`src/rtl/p3fk_pkg.sv`:
```
// shared types, constants and functions for the planar three-link arm core
package p3fk_pkg;

   // field and register widths
   localparam int ANGLE_W = 10;
   localparam int WRAP_W = 9;
   localparam int LEN_W = 10;
   localparam int BASE_W = 12;
   localparam int COORD_W = 14;
   localparam int CSR_INDEX_W = 3;
   localparam int CSR_DATA_W = 12;
   localparam int REQ_DATA_W = 32;
   localparam int RSP_DATA_W = 88;
   localparam int TRIG_FRAC_BITS_DEF = 16;
   localparam int QUARTER_DEG = 90;

   // register indexes
   typedef enum logic [CSR_INDEX_W-1:0] {
      CSR_LINK_ONE = 3'd0,
      CSR_LINK_TWO = 3'd1,
      CSR_LINK_THREE = 3'd2,
      CSR_BASE_X = 3'd3,
      CSR_BASE_Y = 3'd4
   } csr_index_type;

   // register reset values
   localparam logic [LEN_W-1:0] LINK_ONE_RST = 10'd120;
   localparam logic [LEN_W-1:0] LINK_TWO_RST = 10'd100;
   localparam logic [LEN_W-1:0] LINK_THREE_RST = 10'd80;
   localparam logic [BASE_W-1:0] BASE_X_RST = 12'd0;
   localparam logic [BASE_W-1:0] BASE_Y_RST = 12'd100;

   // one joint point
   typedef struct packed {
      logic signed [COORD_W-1:0] y;
      logic signed [COORD_W-1:0] x;
   } point_type;

   // sine of d degrees (0..90) rounded to frac bits, evaluated at elaboration only
   function automatic logic [31:0] sin_mag(input int d, input int frac);
      logic [63:0] x;
      logic [63:0] x2;
      logic [63:0] term;
      logic [63:0] mag;
      longint sum;
      logic done;
      x = (64'(d) * 64'd3373259426) / 64'd180;
      x2 = (x * x) >> 30;
      term = x;
      sum = longint'(x);
      done = 1'b0;
      for (int k = 1; k <= 12; k++) begin
         if (!done) begin
            term = (term * x2) >> 30;
            term = term / 64'((2 * k) * (2 * k + 1));
            if (term == 64'd0) begin
               done = 1'b1;
            end else if (k % 2 == 1) begin
               sum = sum - longint'(term);
            end else begin
               sum = sum + longint'(term);
            end
         end
      end
      if (sum < 0) begin
         sum = 0;
      end
      mag = (64'(sum) + (64'd1 << (29 - frac))) >> (30 - frac);
      if (mag > (64'd1 << frac)) begin
         mag = 64'd1 << frac;
      end
      return mag[31:0];
   endfunction

   // clamp a 16-bit coordinate to the field range
   function automatic logic signed [COORD_W-1:0] sat_coord(input logic signed [15:0] v);
      if (v > 16'sd8191) begin
         return 14'sd8191;
      end else if (v < -16'sd8192) begin
         return -14'sd8192;
      end
      return v[COORD_W-1:0];
   endfunction

endpackage

```
`src/rtl/p3fk_link_cell.sv`:
```
// one link of the arm: trig lookup, length multiply, point update, three stages
module p3fk_link_cell
   import p3fk_pkg::*;
#(
   parameter int TRIG_FRAC_BITS = TRIG_FRAC_BITS_DEF,
   parameter int CARRY_W = 1
) (
   input  logic                  clock,
   input  logic                  reset,
   input  logic                  en,
   input  logic                  in_valid,
   input  logic [WRAP_W-1:0]     in_angle,
   input  point_type             in_point,
   input  logic [CARRY_W-1:0]    in_carry,
   input  logic [LEN_W-1:0]      link_len,
   output logic                  out_valid,
   output point_type             out_point,
   output logic [CARRY_W-1:0]    out_carry
);

   localparam int F = TRIG_FRAC_BITS;
   localparam int MAG_W = F + 1;
   localparam int PROD_W = LEN_W + MAG_W;
   localparam int TERM_W = PROD_W + 1;
   localparam int SUM_W = F + 16;

   // quarter-wave sine table
   logic [MAG_W-1:0] mag_table [0:QUARTER_DEG];
   for (genvar g = 0; g <= QUARTER_DEG; g++) begin : g_table
      assign mag_table[g] = MAG_W'(sin_mag(g, F));
   end

   // quadrant folding for sine and cosine
   logic [WRAP_W-1:0] cos_angle;
   logic [6:0] sin_d, cos_d;
   logic sin_neg_in, cos_neg_in;

   always_comb begin
      cos_angle = (in_angle >= 9'd270) ? in_angle - 9'd270 : in_angle + 9'd90;
      if (in_angle <= 9'd90) begin
         sin_d = 7'(in_angle);
         sin_neg_in = 1'b0;
      end else if (in_angle <= 9'd180) begin
         sin_d = 7'(9'd180 - in_angle);
         sin_neg_in = 1'b0;
      end else if (in_angle <= 9'd270) begin
         sin_d = 7'(in_angle - 9'd180);
         sin_neg_in = 1'b1;
      end else begin
         sin_d = 7'(9'd360 - in_angle);
         sin_neg_in = 1'b1;
      end
      if (cos_angle <= 9'd90) begin
         cos_d = 7'(cos_angle);
         cos_neg_in = 1'b0;
      end else if (cos_angle <= 9'd180) begin
         cos_d = 7'(9'd180 - cos_angle);
         cos_neg_in = 1'b0;
      end else if (cos_angle <= 9'd270) begin
         cos_d = 7'(cos_angle - 9'd180);
         cos_neg_in = 1'b1;
      end else begin
         cos_d = 7'(9'd360 - cos_angle);
         cos_neg_in = 1'b1;
      end
   end

   // stage one: trig magnitudes
   logic v1_ff;
   logic [MAG_W-1:0] sin_ff, cos_ff;
   logic sin_neg_ff, cos_neg_ff;
   point_type p1_ff;
   logic [CARRY_W-1:0] c1_ff;

   always_ff @(posedge clock) begin
      if (reset) begin
         v1_ff <= 1'b0;
      end else if (en) begin
         v1_ff <= in_valid;
      end
   end

   always_ff @(posedge clock) begin
      if (en) begin
         sin_ff <= mag_table[sin_d];
         cos_ff <= mag_table[cos_d];
         sin_neg_ff <= sin_neg_in;
         cos_neg_ff <= cos_neg_in;
         p1_ff <= in_point;
         c1_ff <= in_carry;
      end
   end

   // stage two: signed length products
   logic [PROD_W-1:0] sin_prod, cos_prod;
   logic signed [TERM_W-1:0] s_term_in, c_term_in;

   always_comb begin
      sin_prod = PROD_W'(link_len) * PROD_W'(sin_ff);
      cos_prod = PROD_W'(link_len) * PROD_W'(cos_ff);
      s_term_in = sin_neg_ff ? -$signed({1'b0, sin_prod}) : $signed({1'b0, sin_prod});
      c_term_in = cos_neg_ff ? -$signed({1'b0, cos_prod}) : $signed({1'b0, cos_prod});
   end

   logic v2_ff;
   logic signed [TERM_W-1:0] s_term_ff, c_term_ff;
   point_type p2_ff;
   logic [CARRY_W-1:0] c2_ff;

   always_ff @(posedge clock) begin
      if (reset) begin
         v2_ff <= 1'b0;
      end else if (en) begin
         v2_ff <= v1_ff;
      end
   end

   always_ff @(posedge clock) begin
      if (en) begin
         s_term_ff <= s_term_in;
         c_term_ff <= c_term_in;
         p2_ff <= p1_ff;
         c2_ff <= c1_ff;
      end
   end

   // stage three: add to previous point, truncate toward zero, saturate
   logic signed [SUM_W-1:0] x_sum, y_sum, x_adj, y_adj, x_q, y_q;
   point_type p_in;

   always_comb begin
      x_sum = (SUM_W'(p2_ff.x) <<< F) + SUM_W'(c_term_ff);
      y_sum = (SUM_W'(p2_ff.y) <<< F) - SUM_W'(s_term_ff);
      x_adj = x_sum + (x_sum[SUM_W-1] ? SUM_W'((64'd1 << F) - 64'd1) : '0);
      y_adj = y_sum + (y_sum[SUM_W-1] ? SUM_W'((64'd1 << F) - 64'd1) : '0);
      x_q = x_adj >>> F;
      y_q = y_adj >>> F;
      p_in.x = sat_coord(x_q[15:0]);
      p_in.y = sat_coord(y_q[15:0]);
   end

   logic v3_ff;
   point_type p3_ff;
   logic [CARRY_W-1:0] c3_ff;

   always_ff @(posedge clock) begin
      if (reset) begin
         v3_ff <= 1'b0;
      end else if (en) begin
         v3_ff <= v2_ff;
      end
   end

   always_ff @(posedge clock) begin
      if (en) begin
         p3_ff <= p_in;
         c3_ff <= c2_ff;
      end
   end

   assign out_valid = v3_ff;
   assign out_point = p3_ff;
   assign out_carry = c3_ff;

endmodule

```
`src/rtl/planar_three_link_forward_kinematics_core.sv`:
```
// top level of the planar three-link arm forward kinematics core
// pipeline: a request transfer passes one angle stage, then three link cells of
//    three stages each, before it reaches the response
// throughput: one item per cycle; the whole pipeline stalls only while rsp_tready is low
// reset: synchronous, clears all valid bits and loads the register defaults
module planar_three_link_forward_kinematics_core
   import p3fk_pkg::*;
#(
   parameter int TRIG_FRAC_BITS = TRIG_FRAC_BITS_DEF
) (
   input  logic                   clock,
   input  logic                   reset,
   input  logic                   req_tvalid,
   output logic                   req_tready,
   input  logic [REQ_DATA_W-1:0]  req_tdata,   // angle_one, angle_two, angle_three, pad
   output logic                   rsp_tvalid,
   input  logic                   rsp_tready,
   output logic [RSP_DATA_W-1:0]  rsp_tdata,   // elbow_x, elbow_y, wrist_x, wrist_y, tip_x, tip_y, pad
   input  logic                   csr_wr_en,
   input  logic [CSR_INDEX_W-1:0] csr_index,
   input  logic [CSR_DATA_W-1:0]  csr_wdata
);

   // configuration registers
   logic [LEN_W-1:0] len_one_ff, len_two_ff, len_three_ff;
   logic [BASE_W-1:0] base_x_ff, base_y_ff;

   always_ff @(posedge clock) begin
      if (reset) begin
         len_one_ff <= LINK_ONE_RST;
         len_two_ff <= LINK_TWO_RST;
         len_three_ff <= LINK_THREE_RST;
         base_x_ff <= BASE_X_RST;
         base_y_ff <= BASE_Y_RST;
      end else if (csr_wr_en) begin
         unique case (csr_index)
            CSR_LINK_ONE: len_one_ff <= csr_wdata[LEN_W-1:0];
            CSR_LINK_TWO: len_two_ff <= csr_wdata[LEN_W-1:0];
            CSR_LINK_THREE: len_three_ff <= csr_wdata[LEN_W-1:0];
            CSR_BASE_X: base_x_ff <= csr_wdata;
            CSR_BASE_Y: base_y_ff <= csr_wdata;
            default: ;
         endcase
      end
   end

   // global advance: the last cell register doubles as the output register
   logic en;
   assign en = !rsp_tvalid || rsp_tready;
   assign req_tready = en;

   // cumulative angles wrapped into 0..359
   function automatic logic [WRAP_W-1:0] wrap_deg(input logic signed [11:0] t);
      logic [11:0] v;
      v = 12'(t + 12'sd1800);
      if (v >= 12'd2880) v = v - 12'd2880;
      if (v >= 12'd1440) v = v - 12'd1440;
      if (v >= 12'd720) v = v - 12'd720;
      if (v >= 12'd360) v = v - 12'd360;
      return v[WRAP_W-1:0];
   endfunction

   logic signed [11:0] sum1, sum2, sum3;
   always_comb begin
      sum1 = 12'($signed(req_tdata[9:0]));
      sum2 = sum1 + 12'($signed(req_tdata[19:10]));
      sum3 = sum2 + 12'($signed(req_tdata[29:20]));
   end

   logic v0_ff;
   logic [WRAP_W-1:0] t1_ff, t2_ff, t3_ff;

   always_ff @(posedge clock) begin
      if (reset) begin
         v0_ff <= 1'b0;
      end else if (en) begin
         v0_ff <= req_tvalid;
      end
   end

   always_ff @(posedge clock) begin
      if (en) begin
         t1_ff <= wrap_deg(sum1);
         t2_ff <= wrap_deg(sum2);
         t3_ff <= wrap_deg(sum3);
      end
   end

   // chain of link cells
   localparam int C0_W = 2 * WRAP_W;
   localparam int C1_W = WRAP_W + $bits(point_type);
   localparam int C2_W = 2 * $bits(point_type);

   point_type base_pt, elbow_pt, wrist_pt, tip_pt;
   logic v1, v2, v3;
   logic [C0_W-1:0] c0_out;
   logic [C1_W-1:0] c1_out;
   logic [C2_W-1:0] c2_out;

   assign base_pt.x = COORD_W'($signed({1'b0, base_x_ff}));
   assign base_pt.y = COORD_W'($signed({1'b0, base_y_ff}));

   p3fk_link_cell #(.TRIG_FRAC_BITS(TRIG_FRAC_BITS), .CARRY_W(C0_W)) u_cell_one (
      .clock, .reset, .en,
      .in_valid(v0_ff), .in_angle(t1_ff), .in_point(base_pt),
      .in_carry({t3_ff, t2_ff}), .link_len(len_one_ff),
      .out_valid(v1), .out_point(elbow_pt), .out_carry(c0_out)
   );

   p3fk_link_cell #(.TRIG_FRAC_BITS(TRIG_FRAC_BITS), .CARRY_W(C1_W)) u_cell_two (
      .clock, .reset, .en,
      .in_valid(v1), .in_angle(c0_out[WRAP_W-1:0]), .in_point(elbow_pt),
      .in_carry({c0_out[C0_W-1:WRAP_W], elbow_pt}), .link_len(len_two_ff),
      .out_valid(v2), .out_point(wrist_pt), .out_carry(c1_out)
   );

   p3fk_link_cell #(.TRIG_FRAC_BITS(TRIG_FRAC_BITS), .CARRY_W(C2_W)) u_cell_three (
      .clock, .reset, .en,
      .in_valid(v2), .in_angle(c1_out[C1_W-1:$bits(point_type)]), .in_point(wrist_pt),
      .in_carry({wrist_pt, c1_out[$bits(point_type)-1:0]}), .link_len(len_three_ff),
      .out_valid(v3), .out_point(tip_pt), .out_carry(c2_out)
   );

   // response packing: carry holds wrist (upper) and elbow (lower) as {y, x}
   assign rsp_tvalid = v3;
   assign rsp_tdata = {4'b0, tip_pt.y, tip_pt.x, c2_out};

endmodule

```
`config.mk`:
```
export PLATFORM = sky130hd
export DESIGN_NAME = planar_three_link_forward_kinematics_core
export DESIGN_NICKNAME = d
export VERILOG_FILES = /design/src/rtl/p3fk_pkg.sv /design/src/rtl/p3fk_link_cell.sv /design/src/rtl/planar_three_link_forward_kinematics_core.sv
export SDC_FILE = /design/constraint.sdc
export NUM_CORES = 2
export LEC_CHECK = 0
export BUFFER_PORTS_ARGS = -buffer_cell sky130_fd_sc_hd__clkbuf_2
export CAP_MARGIN = 20
export CORE_MARGIN = 2
export CORE_UTILIZATION = 60
export CTS_CLUSTER_DIAMETER = 150
export DETAILED_ROUTE_END_ITERATION = 12
export GPL_TIMING_DRIVEN = 1
export PLACE_DENSITY_LB_ADDON = 0.3
export SYNTH_ARGS = -nofsm -noshare
export SYNTH_HDL_FRONTEND = slang
export SYNTH_SLANG_ARGS = --single-unit
```
`constraint.sdc`:
```
create_clock -name clock -period 29.1 [get_ports clock]
set_input_delay 4.365 -clock clock [delete_from_list [all_inputs] [get_ports clock]]
set_output_delay 4.365 -clock clock [all_outputs]
set_load 0.1 [all_outputs]
```
==> metrics.yaml <==
critPathCaptureType: "flop"
root_buffer: "clkbuf_16"
slew_viol_final: 0
drtIter0Drc: 6390
synth_cells: 9496
relSlewSlack_pct: 27.8
cts.htree.levels: 3
antenna_left: 0
cts_made_buffers: 94
synth_seq_area_share_pct: 28.1
drtPass1Iterations: 8
grt_pass1_wl_mm: 345
drive_gt1_share_pct: 6.11
grt_pass1_vias: 67600
critPathKind: "in -> reg"
via_count: 68600
post_synth.cell_area_avg_um2: 9.14
setup_ws_ns: 17.44
tightestPinTransition_ns: 1.08
synth_top_cell_area_share_pct: 26.6
pre_cts_ws_ns: 16.84
coreArea_um2: 143000
cp_max_fo: 11
hold_path.class: "reg -> reg"
grt-ovfl-total: 0
antenna_found_initial: 3
rows: 139
via_per_inst: 6.09
period_needed_ns: 11.66
fin_skew_ns: 0.0780
initial_core_util_pct: 60.5
clockBufferDepth: 3
wl_per_cell_um: 18.7
clock_sinks: 832
ys_seq_elements: 832
cap_violations: 0
cts_resized: 0
cp.required_ns: 29.55
crit_path_start_kind: "primary input"
dieArea_um2: 148000
ys_top_cells_by_area: "edfxtp_1, fa_1, ha_1"
synth_area_leader_cell: "edfxtp_1"
dp.final_hpwl_mm: 154
portBuffers: 135
syn_area_um2: 86800
cts_setup_buffers: 0
yosys_most_used_dff: "edfxtp_1"
clkTransAtPathRegs_ns: 0.06
areaGrowthSynthToFinish_pct: 5.80
cts_hold_buf: 0
outcome: "complete, no violations"
final-hold-violation-count: 0
io_pins: 142
tns_ns: 0
synth.distinct_cells: 138
drt_wl_total_mm: 210
cts_tree: "built"
grt_max_degree: 188
setup_viol: 0
fin_crit_sh_pct: 40.1
place.gp.congestion: 0.950
die_w_um: 384
clock.fmax_mhz: 85.8
cp.arrival_ns: 12.11
async_flop_share_pct: 0
die_h_um: 384
rsz0062_at_grt: "false"
clk_latency_ns: 0.75
num-nets-final: 10800
drc: 0
track_usage_pct: 28.3
synth_edf_count: 768
synth-warning-count: 0
[area by class of cell]
type / count / area, µm²
repair buffers: 227 / 1390
clock inverters: 67 / 664
diodes: 3 / 7.51
fillers: 11600 / 51700
inverters: 910 / 3420
multi-input cells: 7213 / 57100
clock buffers: 109 / 2450
flip-flops and latches: 832 / 24300
well taps: 1903 / 2380
[cell usage in the layout, fill, tap and decap left out, types with 23 or more instances in the layout]
cell       count
nand2_1     1401
inv_1        899
edfxtp_1     768
ha_1         715
fa_1         713
a21oi_1      570
nor2_1       507
o21ai_0      498
and2_1       448
xnor2_1      380
nor3_1       184
xor2_1       145
clkbuf_2     135
nand3_1      132
a211oi_1     120
clkbuf_16     94
buf_4         90
or3_1         82
a31oi_1       78
o211ai_1      75
nand2b_1      70
a21o_1        70
dfxtp_1       60
o31ai_1       59
o21bai_1      59
o22ai_1       48
nor2b_1       47
a221oi_1      45
o21a_1        39
and3_1        39
nand3b_1      33
mux2i_1       33
a311oi_1      32
a21boi_0      29
o311ai_0      28
nand4_1       28
nor4_1        25
or4_1         25
or2_2         24
clkinv_1      23
[worst paths after layout]
kind / cells after the start / from / slack (ns) / end
max: 28 / req_tdata[1] / 17.44 / t3_ff[7]
min: 0 / t3_ff[0] / 0.38 / u_cell_one.c1_ff[9]
max reg2reg: 21 / len_three_ff[3] / 21.15 / u_cell_three.s_term_ff[26]
min reg2reg: 0 / t3_ff[0] / 0.38 / u_cell_one.c1_ff[9]
[logic make-up after synthesis]
kind of cell | after synthesis | synth area share [%]
multiplexers | 63 | 0.991
flip-flops | 832 | 28.1
other | 1 | 0.00432
AND/OR/NAND/NOR | 3119 | 16.8
AO/OA/AOI/OAI | 2023 | 15.0
XOR/XNOR | 557 | 5.71
buffers and inverters | 1454 | 6.39
adder cells (fa/ha/maj) | 1447 | 27.0
[per-layer routing]
layer  track usage [%]  up-vias  routed length (µm)
met2              46.9     2814               99400
li1                  -    32200                   -
met1              38.3    33200               88400
met5                 0        -                   0
met4              9.41        0                6730
met3              4.11      427               15800
[flip-flops by register name, indices dropped and copies added, names as in the netlist, 37 cells and up]
name,flops
u_cell_three.c1_ff,56
u_cell_three.c2_ff,56
u_cell_three.out_carry,56
u_cell_two.c1_ff,37
u_cell_two.c2_ff,37
u_cell_two.out_carry,37
[cell usage after synthesis, drive strengths merged (17+ instances only)]
cell type / instances
a22oi: 18
clkbuf: 443
o311ai: 31
or3: 83
o21ai: 520
buf: 101
a211oi: 124
nand3b: 33
a21o: 72
a311oi: 34
edfxtp: 768
o221ai: 17
o31ai: 63
o22ai: 50
xnor2: 405
a221oi: 45
and3: 41
maj3: 19
inv: 903
nand4: 29
nor4: 26
o211ai: 80
xor2: 152
ha: 715
nor2b: 48
mux4: 17
nand2b: 70
nor2: 512
o21bai: 59
a21oi: 575
nand2: 1402
and2: 450
fa: 713
a21boi: 32
a31oi: 80
or4: 26
dfxtp: 64
or2: 26
o21a: 41
a2111oi: 17
mux2i: 33
nand3: 134
a211o: 21
nor3: 186
[stage by stage]
stage	cell area, µm²	cells	util (%)	hold WS (ns)
2_1_floorplan	86800	9499	-	0.400
3_3_place_gp	88600	11100	61.8	0.400
3_5_place_dp	88600	11100	61.8	0.405
4_1_cts	91800	11300	64.0	0.368
5_1_grt	91800	11300	64.0	0.382
6_report	91800	11300	64.0	0.382
[critical path, stage by stage]
cell and delay, ns:
clkbuf_2 0.11, ha_1 0.31, a211oi_1 0.50, nor2_1 0.13
xor2_1 0.82, inv_1 0.12, ha_1 0.33, inv_1 0.04
ha_1 0.24, a211oi_1 0.51, nor4b_1 0.11, or3_1 0.44
inv_1 0.13, ha_1 0.22, inv_1 0.08, a41oi_1 0.30
o31ai_1 0.15, a211oi_1 0.26, o32ai_1 0.15, a31oi_1 0.76
nand3_2 0.23, xor2_2 0.41, o21ai_1 0.22, a21oi_1 0.31
a31oi_1 0.15, o211a_2 0.37, a211oi_1 0.27, xor2_1 0.09
Power is left out: the tool's default activity adds up to more than one toggle a clock period on the data nets, which glitch-free logic cannot reach.
